`config.mk`:
```
export PLATFORM = sky130hd
export DESIGN_NAME = pnm_header_parser
export DESIGN_NICKNAME = d
export VERILOG_FILES = /design/src/hw/rtl/pnmhp_pkg.sv /design/src/hw/rtl/pnmhp_core.sv /design/src/hw/rtl/pnmhp_out_reg.sv /design/src/hw/rtl/pnm_header_parser.sv
export VERILOG_INCLUDE_DIRS = /design/src /design/src/hw/rtl
export SDC_FILE = /design/constraint.sdc
export NUM_CORES = 1
export LEC_CHECK = 0
export BUFFER_PORTS_ARGS = -buffer_cell sky130_fd_sc_hd__buf_4
export CORE_MARGIN = 3
export CORE_UTILIZATION = 42
export CTS_BUF_LIST = sky130_fd_sc_hd__clkbuf_2 sky130_fd_sc_hd__clkbuf_4 sky130_fd_sc_hd__clkbuf_8
export DETAILED_ROUTE_END_ITERATION = 7
export REMOVE_ABC_BUFFERS = 1
export SLEW_MARGIN = 20
export SYNTH_ARGS = -nofsm -noshare
export SYNTH_HDL_FRONTEND = slang
export SYNTH_SLANG_ARGS = --single-unit
export TNS_END_PERCENT = 30
```
`constraint.sdc`:
```
create_clock -name clk -period 5.9 [get_ports clk]
set_clock_uncertainty 0.2 [all_clocks]
set_input_delay 0 -clock clk [delete_from_list [all_inputs] [get_ports clk]]
set_output_delay 0 -clock clk [all_outputs]
set_load 0.1 [all_outputs]
```
`src/hw/rtl/assert_macros.svh`:
```
// Assertion macros shared by the header parser RTL.
// No dependencies; included by the files that carry concurrent checks.
`ifndef ASSERT_MACROS_SVH
`define ASSERT_MACROS_SVH

// The consequent must hold in the same cycle as the antecedent.
`define ASSERT_IMPLIES(label, clk, rst_n, ante, cons) \
	label: assert property (@(posedge clk) disable iff (!rst_n) (ante) |-> (cons)) \
		else $error("same-cycle implication check failed");

// The consequent must hold in the cycle after the antecedent.
`define ASSERT_NEXT(label, clk, rst_n, ante, cons) \
	label: assert property (@(posedge clk) disable iff (!rst_n) (ante) |=> (cons)) \
		else $error("next-cycle implication check failed");

`endif

```
`src/hw/rtl/pnmhp_pkg.sv`:
```
// Shared types and constants for the netpbm header parser.
// No dependencies; imported by every module of the block.
package pnmhp_pkg;

	typedef enum logic [1:0] {
		ST_MORE    = 2'd0,
		ST_ACCEPT  = 2'd1,
		ST_REJECT  = 2'd2,
		ST_IGNORED = 2'd3
	} status_t;

	typedef struct packed {
		logic [15:0] image_height;
		logic [15:0] image_width;
		status_t     status;
	} result_t;

	localparam int CFG_INDEX_BITS = 4;
	localparam logic [CFG_INDEX_BITS-1:0] CFG_MAGIC_FIRST  = 4'd0;
	localparam logic [CFG_INDEX_BITS-1:0] CFG_MAGIC_SECOND = 4'd1;

	localparam logic [7:0] MAGIC_FIRST_RESET  = 8'h50;
	localparam logic [7:0] MAGIC_SECOND_RESET = 8'h36;

	localparam logic [7:0] CH_HASH  = 8'h23;
	localparam logic [7:0] CH_LF    = 8'h0A;
	localparam logic [7:0] CH_CR    = 8'h0D;
	localparam logic [7:0] CH_TAB   = 8'h09;
	localparam logic [7:0] CH_SPACE = 8'h20;
	localparam logic [7:0] CH_ZERO  = 8'h30;
	localparam logic [7:0] CH_NINE  = 8'h39;

	localparam int MAXVAL = 255;

endpackage

```
`src/hw/rtl/pnmhp_core.sv`:
```
// Parser state and the single-step next-state and result logic.
// Depends on pnmhp_pkg and assert_macros.svh.
`include "assert_macros.svh"

module pnmhp_core
	import pnmhp_pkg::*;
#(
	parameter int DIM_BITS = 16
) (
	input  logic       clk,
	input  logic       arst_n,
	input  logic       fire,
	input  logic       kind,
	input  logic       start_req,
	input  logic [7:0] byte_value,
	input  logic [7:0] magic_first,
	input  logic [7:0] magic_second,
	output result_t    res
);

	typedef enum logic [2:0] {
		PH_MAGIC1,
		PH_MAGIC2,
		PH_NUMBERS,
		PH_COMMENT,
		PH_DONE
	} phase_t;

	localparam int ACC_W = DIM_BITS + 4;
	localparam logic [DIM_BITS-1:0] LIMIT = '1;

	phase_t              phase_q, cur_phase, nxt_phase;
	logic [1:0]          vidx_q, cur_vidx, nxt_vidx;
	logic                digits_q, cur_digits, nxt_digits;
	logic                sat_q, cur_sat, nxt_sat;
	logic [DIM_BITS-1:0] acc_q   [3];
	logic [DIM_BITS-1:0] cur_acc [3];
	logic [DIM_BITS-1:0] nxt_acc [3];
	logic [DIM_BITS-1:0] acc_sel, acc_new;
	logic [ACC_W-1:0]    acc_ext, prod;
	logic                ovf, is_digit, is_ws, hdr_ok;
	logic [DIM_BITS+15:0] width_ext, height_ext;
	status_t             status;

	always_comb begin
		// A restart request works on cleared state.
		cur_phase  = start_req ? PH_MAGIC1 : phase_q;
		cur_vidx   = start_req ? 2'd0 : vidx_q;
		cur_digits = start_req ? 1'b0 : digits_q;
		cur_sat    = start_req ? 1'b0 : sat_q;
		for (int i = 0; i < 3; i++) begin
			cur_acc[i] = start_req ? '0 : acc_q[i];
		end

		case (cur_vidx)
			2'd0:    acc_sel = cur_acc[0];
			2'd1:    acc_sel = cur_acc[1];
			2'd2:    acc_sel = cur_acc[2];
			default: acc_sel = '0;
		endcase

		// Times ten as two shifts; ASCII digits carry their value in the low nibble.
		acc_ext = {4'b0, acc_sel};
		prod    = (acc_ext << 3) + (acc_ext << 1) + {{DIM_BITS{1'b0}}, byte_value[3:0]};
		ovf     = prod > {4'b0, LIMIT};
		acc_new = ovf ? LIMIT : prod[DIM_BITS-1:0];

		is_digit = (byte_value >= CH_ZERO) && (byte_value <= CH_NINE);
		is_ws    = (byte_value == CH_SPACE) || (byte_value == CH_TAB) ||
			(byte_value == CH_CR) || (byte_value == CH_LF);
		hdr_ok   = (cur_acc[0] != '0) && (cur_acc[1] != '0) &&
			(cur_acc[2] == DIM_BITS'(MAXVAL)) && !cur_sat;

		nxt_phase  = cur_phase;
		nxt_vidx   = cur_vidx;
		nxt_digits = cur_digits;
		nxt_sat    = cur_sat;
		for (int i = 0; i < 3; i++) begin
			nxt_acc[i] = cur_acc[i];
		end
		status = ST_MORE;

		if (cur_phase == PH_DONE) begin
			status = ST_IGNORED;
		end else if (kind) begin
			status = ST_REJECT;
		end else begin
			case (cur_phase)
				PH_MAGIC1: begin
					if (byte_value == magic_first) nxt_phase = PH_MAGIC2;
					else status = ST_REJECT;
				end
				PH_MAGIC2: begin
					if (byte_value == magic_second) nxt_phase = PH_NUMBERS;
					else status = ST_REJECT;
				end
				PH_COMMENT: begin
					if (byte_value == CH_LF) nxt_phase = PH_NUMBERS;
				end
				PH_NUMBERS: begin
					if (byte_value == CH_HASH) begin
						nxt_phase = PH_COMMENT;
					end else if (is_digit) begin
						case (cur_vidx)
							2'd0:    nxt_acc[0] = acc_new;
							2'd1:    nxt_acc[1] = acc_new;
							2'd2:    nxt_acc[2] = acc_new;
							default: ;
						endcase
						nxt_sat    = cur_sat | ovf;
						nxt_digits = 1'b1;
					end else if (is_ws) begin
						if (cur_digits) begin
							nxt_digits = 1'b0;
							nxt_vidx   = cur_vidx + 2'd1;
							if (cur_vidx == 2'd2) status = hdr_ok ? ST_ACCEPT : ST_REJECT;
						end
					end else begin
						status = ST_REJECT;
					end
				end
				default: status = ST_REJECT;
			endcase
		end

		if (status == ST_ACCEPT || status == ST_REJECT) nxt_phase = PH_DONE;

		width_ext  = {16'b0, cur_acc[0]};
		height_ext = {16'b0, cur_acc[1]};
		res.status = status;
		res.image_width  = (status == ST_ACCEPT) ? width_ext[15:0] : 16'b0;
		res.image_height = (status == ST_ACCEPT) ? height_ext[15:0] : 16'b0;
	end

	always_ff @(posedge clk or negedge arst_n) begin
		if (!arst_n) begin
			phase_q  <= PH_MAGIC1;
			vidx_q   <= 2'd0;
			digits_q <= 1'b0;
			sat_q    <= 1'b0;
			for (int i = 0; i < 3; i++) begin
				acc_q[i] <= '0;
			end
		end else if (fire) begin
			phase_q  <= nxt_phase;
			vidx_q   <= nxt_vidx;
			digits_q <= nxt_digits;
			sat_q    <= nxt_sat;
			for (int i = 0; i < 3; i++) begin
				acc_q[i] <= nxt_acc[i];
			end
		end
	end

	`ASSERT_IMPLIES(a_index_bound, clk, arst_n, phase_q != PH_DONE, vidx_q != 2'd3)
	`ASSERT_IMPLIES(a_no_digits_in_magic, clk, arst_n, phase_q == PH_MAGIC1 || phase_q == PH_MAGIC2, !digits_q)

endmodule

```
`src/hw/rtl/pnmhp_out_reg.sv`:
```
// Result register between the parse step and the output stream.
// Depends on pnmhp_pkg.
module pnmhp_out_reg
	import pnmhp_pkg::*;
(
	input  logic    clk,
	input  logic    arst_n,
	input  logic    load,
	input  result_t res_in,
	input  logic    out_ready,
	output logic    in_ready,
	output logic    out_valid,
	output result_t res_q
);

	logic valid_q;

	assign in_ready  = !valid_q || out_ready;
	assign out_valid = valid_q;

	always_ff @(posedge clk or negedge arst_n) begin
		if (!arst_n) begin
			valid_q <= 1'b0;
		end else if (load) begin
			valid_q <= 1'b1;
		end else if (out_ready) begin
			valid_q <= 1'b0;
		end
	end

	always_ff @(posedge clk) begin
		if (load) res_q <= res_in;
	end

endmodule

```
`src/hw/rtl/pnm_header_parser.sv`:
```
// Top level of the streaming netpbm header parser.
// Depends on pnmhp_pkg, pnmhp_core, pnmhp_out_reg and assert_macros.svh.
`include "assert_macros.svh"

// The parser takes one stream byte (or an end-of-stream mark) per transfer and
// returns exactly one result per input transfer, in the cycle after it is taken.
// It takes one transfer per clock unless stalled: the whole parse step, a compare
// of the byte against the magic and separator codes plus a times-ten accumulate,
// runs from the parser state registers straight into the result register. The
// input is ready whenever the result register is empty or is being drained in
// the same cycle. Status reads 0 while more bytes are needed, 1 when the header
// is accepted (width and height then valid), 2 when it is rejected and 3 for
// bytes that arrive after the header finished; a transfer with start_req set
// begins a new header with that byte as the first magic byte. The two magic
// bytes are set through the configuration channel, which should be written
// only while no transfer is in flight; indexes other than 0 and 1 are ignored.
module pnm_header_parser
	import pnmhp_pkg::*;
#(
	parameter int DIM_BITS = 16
) (
	input  logic                      clk,
	input  logic                      arst_n,
	input  logic                      s_axis_tvalid,
	output logic                      s_axis_tready,
	input  logic [7:0]                s_axis_tdata,  // byte_value
	input  logic [1:0]                s_axis_tuser,  // kind, start_req
	output logic                      m_axis_tvalid,
	input  logic                      m_axis_tready,
	output logic [31:0]               m_axis_tdata,  // image_width, image_height
	output logic [1:0]                m_axis_tuser,  // status
	input  logic                      cfg_valid,
	output logic                      cfg_ready,
	input  logic [CFG_INDEX_BITS-1:0] cfg_index,
	input  logic [7:0]                cfg_data
);

	logic       in_fire;
	logic [7:0] magic_first_q, magic_second_q;
	result_t    step_res, out_res;

	// Configuration is always taken; the registers only matter in the magic phases.
	assign cfg_ready = 1'b1;

	always_ff @(posedge clk or negedge arst_n) begin
		if (!arst_n) begin
			magic_first_q  <= MAGIC_FIRST_RESET;
			magic_second_q <= MAGIC_SECOND_RESET;
		end else if (cfg_valid && cfg_ready) begin
			if (cfg_index == CFG_MAGIC_FIRST) magic_first_q <= cfg_data;
			if (cfg_index == CFG_MAGIC_SECOND) magic_second_q <= cfg_data;
		end
	end

	assign in_fire = s_axis_tvalid && s_axis_tready;

	// Parser state only moves on an accepted input transfer.
	pnmhp_core #(
		.DIM_BITS(DIM_BITS)
	) u_core (
		.clk         (clk),
		.arst_n      (arst_n),
		.fire        (in_fire),
		.kind        (s_axis_tuser[0]),
		.start_req   (s_axis_tuser[1]),
		.byte_value  (s_axis_tdata),
		.magic_first (magic_first_q),
		.magic_second(magic_second_q),
		.res         (step_res)
	);

	pnmhp_out_reg u_out (
		.clk      (clk),
		.arst_n   (arst_n),
		.load     (in_fire),
		.res_in   (step_res),
		.out_ready(m_axis_tready),
		.in_ready (s_axis_tready),
		.out_valid(m_axis_tvalid),
		.res_q    (out_res)
	);

	assign m_axis_tdata = {out_res.image_height, out_res.image_width};
	assign m_axis_tuser = out_res.status;

	// Every accepted byte must show up as a result in the following cycle.
	`ASSERT_NEXT(a_fire_gives_result, clk, arst_n, in_fire, m_axis_tvalid)
	// Dimensions are only reported with an accepted header.
	`ASSERT_IMPLIES(a_dims_only_on_accept, clk, arst_n, m_axis_tvalid && (m_axis_tuser != ST_ACCEPT), m_axis_tdata == 32'b0)

endmodule
```
Word level (Yosys, flattened, before mapping):

Index checks and enable logic that the tools add are counted.

* memories kept: 0
* word-level logic and storage cells: 113
* RAM bits: 0
* flip-flop bits (word level): 106
* bits in latches: 0
* ROM bits: 0
* input port bits: 27

* multiplexer cells: 56
* eq/ne operators: 17
* shifts and indexed selects: 0
* bitwise operators: 1
* multipliers: 0
* div/mod/pow operators: 0
* reductions and logical operators: 20
* $lt $le $gt $ge: 3
* add/sub/neg operators: 3

Operators by type and width (number)
* two-way mux 48 bit: 5
* two-way mux 16 bit: 7
* one-hot mux 16 bit (3 select lines): 1
* two-way mux 2 bit: 18
* nonzero test 16 bit: 2
* equality test 8 x 4 -> 1 bit (second input constant): 3
* two-way mux 3 bit: 8
* adder 19 x 17 -> 20 bit: 1
* adder 20 x 4 -> 20 bit: 1
* > comparator 20 x 16 -> 1 bit (second input constant): 1
* equality test 16 x 8 -> 1 bit (second input constant): 1
* equality test 8 x 6 -> 1 bit (second input constant): 2
* equality test 8 bit: 2
* two-way mux 1 bit: 15
* one-hot mux 3 bit (4 select lines): 1
* greater-or-equal comparator 8 x 6 -> 1 bit (second input constant): 1
* <= comparator 8 x 6 -> 1 bit (second input constant): 1
* one-hot mux 2 bit (4 select lines): 1
* equality test 3 x 2 -> 1 bit (second input constant): 2
* logical AND 1 bit: 5
* logical OR 1 bit: 5
* equality test 2 x 1 -> 1 bit (second input constant): 2
* equality test 2 bit (second input constant): 2
* equality test 4 x 1 -> 1 bit (second input constant): 1
* other kinds (10): 12

Longest topological paths before layout:

Gate-level depths: netlist (run 1).

* depth after elaboration: 17
* depth in mapped cells: 18
* depth with buffers taken out: 16

Modules after synthesis:

From an unflattened synthesis (run 1), not the netlist that was laid out.

* cell total of the unflattened synthesis: 591
* area total of the unflattened synthesis: 6216.0 um^2

By module, submodules not included
* pnmhp_core: cells an instance 515, instances 1, seq. area each 1376.3 um^2, area each 4451.8 um^2
* pnmhp_out_reg: cells an instance 37, instances 1, seq. area each 1046.0 um^2, area each 1068.5 um^2
* pnm_header_parser: cells an instance 39, instances 1, seq. area each 407.9 um^2, area each 695.7 um^2

Worst setup path after synthesis (run 1):

OpenSTA, ideal clock, no wires.

* path kind: register to register
* start point: register u_core.vidx_q[1]
* end point: register u_core.acc_q[24] in the netlist's numbering
* slack: 1315 ps
* library setup time: 133 ps
* stages on the path, launching flop included: 18
* arrival time: 4252 ps
* path buffers: 4
* path through: dfrtp_1 clkbuf_1 buf_1 clkbuf_1 a31oi_1 nor2_1 ha_1 ha_1 fa_1 a21o_1 a221oi_2 nor2_1 or3_1 a311oi_1 o221ai_2 buf_2 nor2_1 o21ai_0

* word-level cells in the longest chain between the ends: 13

RTL lines
* from (decl): RTL line pnmhp_core.sv:33 `logic [1:0] vidx_q, cur_vidx, nxt_vidx;`
* from (signal assigned): RTL line pnmhp_core.sv:146 `vidx_q <= nxt_vidx;`
* two-way mux 2 bit *: RTL line pnmhp_core.sv:48 `cur_vidx = start_req ? 2'd0 : vidx_q;`
* equality test 2 bit, or another cell as far along: RTL line pnmhp_core.sv:55 `case (cur_vidx)`
* one-hot mux 16 bit (3 select lines): RTL line pnmhp_core.sv:55
* adder 19 x 17 -> 20 bit: RTL line pnmhp_core.sv:64 `prod = (acc_ext << 3) + (acc_ext << 1) + {{DIM_BITS{1'b0}}, byte_value[3:0]};`
* adder 20 x 4 -> 20 bit: RTL line pnmhp_core.sv:64
* > comparator 20 x 16 -> 1 bit: RTL line pnmhp_core.sv:65 `ovf = prod > {4'b0, LIMIT};`
* two-way mux 16 bit: RTL line pnmhp_core.sv:66 `acc_new = ovf ? LIMIT : prod[DIM_BITS-1:0];`
* two-way mux 16 bit *: RTL line pnmhp_core.sv:104 `case (cur_vidx)`
* two-way mux 48 bit *: RTL line pnmhp_core.sv:103 `end else if (is_digit) begin`
* two-way mux 48 bit *: RTL line pnmhp_core.sv:101 `if (byte_value == CH_HASH) begin`
* two-way mux 48 bit *: RTL line pnmhp_core.sv:88 `case (cur_phase)`
* two-way mux 48 bit *: RTL line pnmhp_core.sv:85 `end else if (kind) begin`
* two-way mux 48 bit *: RTL line pnmhp_core.sv:83 `if (cur_phase == PH_DONE) begin`
* to (signal, indexed assignment): RTL line pnmhp_core.sv:150 `acc_q[i] <= nxt_acc[i];`
* to (decl): RTL line pnmhp_core.sv:36 `logic [DIM_BITS-1:0] acc_q [3];`

Every way passes the cells marked *; elsewhere a longest branch is shown, timed or not.
A chain may end at the register's enable or synchronous reset.

Worst setup path after layout (run 1):

* start point: register u_core.vidx_q[0]
* end point: register u_core.acc_q[11] in the netlist's numbering

* word-level cells in the longest chain between the ends: 13

RTL lines (RTL line)
* two-way mux 2 bit *: pnmhp_core.sv:48
* equality test 2 bit, or another cell as far along: pnmhp_core.sv:55, pnmhp_core.sv:104
* one-hot mux 16 bit (3 select lines): pnmhp_core.sv:55
* adder 19 x 17 -> 20 bit: pnmhp_core.sv:64
* adder 20 x 4 -> 20 bit: pnmhp_core.sv:64
* > comparator 20 x 16 -> 1 bit: pnmhp_core.sv:65
* two-way mux 16 bit: pnmhp_core.sv:66
* two-way mux 16 bit *: pnmhp_core.sv:104
* two-way mux 48 bit *: pnmhp_core.sv:103
* two-way mux 48 bit *: pnmhp_core.sv:101
* two-way mux 48 bit *: pnmhp_core.sv:88
* two-way mux 48 bit *: pnmhp_core.sv:85
* two-way mux 48 bit *: pnmhp_core.sv:83

Marks and branches as above.

==> results.txt, run 1 <==
Pre-antenna DRT Iters = 5
post-CTS setup buffer count = 0
peak supply drop = 0.136 mV
Syn Inst Count = 596
yosys warns = 0
Max Clock Freq = 193 MHz
CP startpoint = u_core.vidx_q[0]
Crit Path Class = register to register
asr flop ratio synth = 67.9%
die area = 0.0157 mm2
Starting Density = 44.1%
vias in the first global route = 4829
clk root buf = clkbuf_8
RR Startpoint = u_core.vidx_q[0]
setup_tns = 0 ns
GRT Residual Overflow = 0
vias after detailed routing = 4760
drt via density = 5.54
hold path startpoint = s_axis_tdata[2]
dpl hpwl = 10700 um
Die Wd = 125 um
largest net degree at the start of global routing = 73
Post-synth EDFFs = 34
post-synthesis sequential area ratio = 47.4%
final worst path period share = 87.9%
FF-to-FF path depth = 16
RD Place Congestion = 0.868
Worst Hold Class = input pin to register
Layout area overhead = 18.9%
RSZ-0062 raised after global routing = no
Synth Flop Type = dfrtp_1
outcome = finished clean
chip height = 125 um
IO buf count = 62
WP data arrival = 5.29 ns
Slew Limit Headroom = 35.8%
maximum buffer depth of the clock tree = 2
Synth top cells by count = 67 x nand2_1, 66 x dfrtp_1, 63 x nor2_1, 54 x o21ai_0
# diodes = 0
WL per Instance = 17.4 um
max cap viols = 0
TritonCTS clock tree = built
cell taking the most area after synthesis = dfrtp_1
latest clock arrival within the worst-skew pair = 0.39 ns
drt drc = 0
I/O Pins = 64
Setup WS pre-CTS = 0.673 ns
Fillers = 1261
final setup vio count = 0
worst hold path depth = 5
final core utilization = 52.4%
netlist area before placement = 0.00598 mm2
Initial DRC Count = 368
Final Hold Fails = 0
#FFs+latches synth = 106
leakage power = 3.25 nW
pins over their slew limit = 0
crit end category = register
CTS Buf Count = 9
layout cell share with drive strength beyond 1 = 16.8%
clk sinks = 106
count of cell types in the netlist = 65
top post-synthesis cells by area = dfrtp_1 28%, edfxtp_1 17%, ha_1 6.7%, o21ai_0 4.5%, nand2_1 4.2%
final net count = 738
initial antenna violation count = 0
Slew @ Worst Pin = 0.963 ns
CORE AREA = 0.0136 mm2
required time worst endpoint = 6.00 ns
FP Rows = 42
Worst setup SP type = register
top cell type's share of synthesized area = 27.6%
final worst slack = 0.713 ns
pwr dens = 229 mW/mm2
syn avg cell area = 10.0 um2
fin crit period = 5.19 ns
Total GRT Usage = 19.5%
Worst-path clk slew = 0.10 ns
drt total wl = 14900 um
count leader, synth = nand2_1
Worst Path Max Fanout = 17
H-tree depth = 3
DRT antenna net count = 0
first-pass GRT wire length = 24800 um
-- routing by layer --
metal / vias up / share of wire [%] / wire, um / GRT usage [%]
li1: 2311 / - / - / -
met1: 2274 / 45 / 6740 / 26.1
met2: 151 / 47 / 6980 / 31.9
met3: 24 / 5.9 / 885 / 3.88
met4: 0 / 2.1 / 307 / 6.57
met5: - / 0 / 0 / 0
-- registers in the layout, summed over array words and instances, names as in the netlist --
name / flops
u_core.vidx_q: 2
u_core.acc_q: 48
magic_first_q: 8
magic_second_q: 8
u_core.sat_q: 1
u_out.res_q: 34
u_core.phase_q: 3
u_out.out_valid: 1
u_core.digits_q: 1
-- repair_timing --
item	in CTS	in global routing
endpoints found under the setup margin	0	0
hold buffers	28	0
hold endpoints to repair	98	0
resized for setup	0	0
-- metrics by stage --
step	cell area [um2]	hold slack [ns]	power (mW)	instances
after CTS	7110	0.0275	1.64	859
after detailed placement	6590	0.0154	1.10	815
after floorplan	5860	-0.496	1.02	571
final	7110	0.0403	1.62	859
after global routing	7110	0.0715	1.69	859
after global placement	6590	-0.00186	1.09	815
-- path summary, 6_finish.rpt --
kind | slack [ns] | endpoint
worst min register to register | 0.32 | u_core.digits_q
worst max register to register | 0.71 | u_core.acc_q[11]
max in group asynchronous | 4.77 | magic_first_q[2]
min in group asynchronous | 0.07 | u_core.acc_q[13]
worst max-delay path | 0.71 | u_core.acc_q[11]
worst min-delay path | 0.04 | u_core.phase_q[1]
-- report_power, final --
group	switching, mW	internal [mW]
Sequential	0.0269	0.804
Combinational	0.174	0.0999
Clock	0.264	0.256
Total	0.464	1.16
-- cells in the final DEF (no fill, tap or decap), types with 3 or more instances in the layout --
master	Yosys	routed
a22o_1	5	5
nand2b_1	4	4
and2_1	34	34
o21ai_0	54	53
xnor2_1	16	16
o41ai_1	3	3
edfxtp_1	34	34
nor2b_1	5	5
a31oi_1	11	11
clkbuf_8	0	10
buf_4	1	68
and3_1	3	3
a21oi_1	17	17
inv_1	8	8
nor4_1	14	14
dfstp_2	6	6
nor4b_1	3	3
o21ai_1	3	3
xor2_1	14	14
nand3_1	6	6
ha_1	32	32
nand2_1	67	67
nand4_1	6	6
dfrtp_1	66	66
dlygate4sd3_1	0	28
nor3_1	7	7
mux2i_1	17	17
nor2_1	63	63
o21a_1	3	3
mux2_2	17	17
a21o_1	11	11
-- worst max-delay path, stage by stage (launching register included) --
cell and delay, ns:
dfrtp_1 0.56, buf_4 0.32, mux2i_1 0.21, nor2_1 0.06, a31oi_1 0.17, nor2_1 0.12
xor2_1 0.18, ha_1 0.34, fa_1 0.46, a21o_1 0.22, a221oi_2 0.34, nor2_1 0.13
o311ai_0 0.41, a2111oi_0 0.19, o221ai_2 0.71, nor2_1 0.25, o21ai_0 0.21
-- layout make-up --
class,instances,area [um2],share of cell area (%)
timing repair buffer,96,791,11.1
multi-input combinational,456,3000,42.2
sequential,106,2830,39.8
clock buffer,10,138,1.94
tap,176,220,3.10
clock inverter,6,96.3,1.36
inverter,9,33.8,0.475
-- kinds of logic after synthesis --
group | share of synthesized area [%]
AND/OR/NAND/NOR | 18.9
other | 0.0628
adder cells (fa/ha/maj) | 7.04
buffers and inverters | 2.55
flip-flops | 47.4
XOR/XNOR | 4.40
multiplexers | 6.05
AO/OA/AOI/OAI | 13.7
Power figures use the tool's default switching activity.
==> run 2, diff against run 1 <==
--- a/config.mk
+++ b/config.mk
@@ -15,5 +15,6 @@
 export SLEW_MARGIN = 20
 export SYNTH_ARGS = -nofsm -noshare
 export SYNTH_HDL_FRONTEND = slang
+export SYNTH_HIERARCHICAL = 1
 export SYNTH_SLANG_ARGS = --single-unit
 export TNS_END_PERCENT = 30
==> results.txt, run 2 <==
outcome = finished clean
GR peak layer = met2
die area = 0.0163 mm2 (+3.8%)
maximum buffer depth of the clock tree = 2 (unchanged)
netlist area before placement = 0.00622 mm2 (+4.0%)
DP Cell Count = 803 (-1.5%)
drt via density = 5.90 (+6.4%)
Post-synth EDFFs = 34 (unchanged)
Synth top cells by count = 67 x a21oi_1, 66 x dfrtp_1, 44 x nor2_1, 36 x and2_1, 36 x ha_1
met3 GRT Util = 3.00% (-0.88 points)
Setup WS pre-CTS = 1.05 ns (+0.374 ns)
# resized after CTS = 0 (unchanged)
RD Place Congestion = 0.865 (-0.31%)
DRT antenna net count = 0 (unchanged)
max cap viols = 0 (unchanged)
final net count = 731 (-0.95%)
Die Wd = 128 um (+1.9%)
Total GRT Usage = 19.9% (+0.43 points)
Total Power = 1.54 mW (-4.9%)
WP data arrival = 5.16 ns (-0.13 ns)
Starting Density = 43.9% (-0.15 points)
Pre-antenna DRT Iters = 5 (unchanged)
Regs by FF count = u_core/acc_q: 48 flops, u_out/res_q: 34 flops
pins over their slew limit = 0 (unchanged)
Crit Path Class = input pin to register
final worst path period share = 86.6% (-1.3 points)
fin crit period = 5.11 ns (-0.0760 ns)
Max stage delay on crit path = 0.70 ns (about the same)
asr flop ratio synth = 67.9% (unchanged)
latest clock arrival within the worst-skew pair = 0.39 ns (about the same)
Slew Limit Headroom = 31.7% (-4.1 points)
layout cell share with drive strength beyond 1 = 18.3% (+1.5 points)
dpl hpwl = 11400 um (+6.6%)
required time worst endpoint = 5.95 ns (-0.05 ns)
Initial DRC Count = 465 (+26%)
RSZ-0062 raised after global routing = no
dpl cell area = 0.00677 mm2 (+2.7%)
drt total wl = 15900 um (+6.4%)
crit end category = register
Synth Flop Type = dfrtp_1
pwr dens = 212 mW/mm2 (-7.3%)
top post-synthesis cells by area = dfrtp_1 27%, edfxtp_1 16%, ha_1 7.2%, a21oi_1 5.4%, xor2_1 3.7%
post-synthesis sequential area ratio = 45.5% (-1.8 points)
top cell type's share of synthesized area = 26.6% (-1.1 points)
cell taking the most area after synthesis = dfrtp_1
Layout area overhead = 17.2%
delay-heaviest family, CP = compound AO/OA/AOI/OAI gates
yosys warns = 6 (+6)
max FFs per register = 48 (unchanged)
crit-path most repeated cell = ha_1
Slew @ Worst Pin = 1.03 ns (+0.0620 ns)
WL per Instance = 18.6 um (+7.3%)
Max Clock Freq = 196 MHz (+1.5%)
syn avg cell area = 10.5 um2 (+4.9%)
first-pass GRT wire length = 25800 um (+3.8%)
final worst slack = 0.789 ns (+0.0760 ns)
TritonCTS clock tree = built
commonest non-fill, non-tap cell in the layout = a21oi_1
grt met2 use = 32.1% (+0.16 points)
final setup vio count = 0 (unchanged)
R2R Setup Slk = 1.02 ns (+0.31 ns)
Final Hold Fails = 0 (unchanged)
count of cell types in the netlist = 69 (+6.2%)
Worst setup SP type = input pin
count leader, synth = a21oi_1
largest register by flop count = u_core/acc_q
critical path, cell by cell = dlygate4sd3_1 -> buf_4 -> inv_1 -> nand2_1 -> inv_1 -> ha_1 -> a222oi_1 -> nor2_1 -> xor2_1 -> ha_1 -> ha_1 -> a211oi_1 -> o21ai_1 -> o21a_1 -> o21a_1 -> or3_1 -> a2111oi_1 -> o21ai_0
FP Rows = 43 (+2.4%)
vias in the first global route = 4867 (+0.79%)
drt drc = 0 (unchanged)
I/O Pins = 64 (unchanged)
leakage power = 3.36 nW (+3.4%)
#FFs+latches synth = 106 (unchanged)
CTS Buf Count = 9 (unchanged)
initial antenna violation count = 0 (unchanged)
clk sinks = 106 (unchanged)
Worst-path clk slew = 0.10 ns (about the same)
Syn Inst Count = 591 (-0.84%)
Non-Filler Instances = 852 (-0.81%)
chip height = 128 um (+1.9%)
largest net degree at the start of global routing = 73 (unchanged)
vias after detailed routing = 5024 (+5.5%)
peak supply drop = 0.134 mV (-1.2%)
met1 Resource Use GR = 27.2% (+1.2 points)
Crit-path slowest cell = a2111oi_1
CORE AREA = 0.0141 mm2 (+4.4%)
# diodes = 0 (unchanged)
GRT Residual Overflow = 0 (unchanged)
Worst Path Max Fanout = 18 (+1)
Worst Path Buf+Inv = 4 (+3)
final core utilization = 51.5% (-0.92 points)
Worst Hold Class = input pin to register
post-route cell area = 0.00729 mm2 (+2.5%)
setup_tns = 0 ns (unchanged)
commonest non-fill, non-tap cells in the layout = 67 x a21oi_1, 66 x dfrtp_1, 64 x buf_4, 44 x nor2_1, 36 x ha_1
clk root buf = clkbuf_8
Hold WS = 0.0612 ns (+0.0209 ns)
H-tree depth = 3 (unchanged)
IO buf count = 62 (unchanged)
-- run 2: cell types whose count changed in the layout (fill, tap and decap cells not counted), moves of 15 or more --
| cell | before | now |
|---|---|---|
| o21ai_0 | 53 | 21 |
| nand2_1 | 67 | 32 |
| mux2i_1 | 17 | 2 |
| a21oi_1 | 17 | 67 |
| a222oi_1 | 0 | 16 |
| nor2_1 | 63 | 44 |
-- run 2: cells by family after synthesis --
family | share of synthesized area [%]
adder cells (fa/ha/maj) | 7.57
buffers and inverters | 3.12
flip-flops | 45.5
other | 0.0603
XOR/XNOR | 4.51
AND/OR/NAND/NOR | 16.2
AO/OA/AOI/OAI | 19.3
multiplexers | 3.70
-- run 2: where the power goes --
part | internal [mW] | total, mW | switching [mW] | leakage, nW
combinational | 0.102 | 0.276 | 0.174 | 1.97
clock | 0.170 | 0.439 | 0.270 | 0.0859
sequential | 0.805 | 0.828 | 0.0231 | 1.30
total | 1.08 | 1.54 | 0.467 | 3.36
-- run 2: layout make-up --
class,count,area (um2)
Clock buffer,10,138
Tap cell,180,225
Clock inverter,6,48.8
Fill cell,1271,6860
Sequential cell,106,2830
Timing Repair Buffer,97,812
Inverter,9,33.8
Multi-Input combinational cell,444,3200
-- run 2: layer usage --
layer | share of wire, % | up-vias
li1 | - | 2376
met1 | 43 | 2418
met2 | 48 | 200
met3 | 6.7 | 30
met4 | 2.6 | 0
met5 | 0 | -
-- run 2: final timing paths --
check,startpoint,endpoint,depth (start not counted)
hold / removal,s_axis_tdata[3],u_core/phase_q[1],5
setup reg to reg,u_core/vidx_q[0],u_core/acc_q[27],15
min in group asynchronous,arst_n,magic_first_q[5],2
hold reg to reg,u_core/digits_q,u_core/digits_q,2
max in group asynchronous,arst_n,u_core/acc_q[9],2
setup / recovery,s_axis_tuser[1],u_core/acc_q[27],18
-- run 2: repair_timing --
item,in CTS,in global routing
endpoints found under the hold margin,96,0
buffers inserted,0,0
endpoints found under the setup margin,0,0
hold buffers,32,0
-- run 2: tightest hold or removal path, stage by stage --
cell and delay [ns]:
buf_4 0.14, xor2_1 0.16, nor4_1 0.06, nand2_1 0.14, o21ai_0 0.11
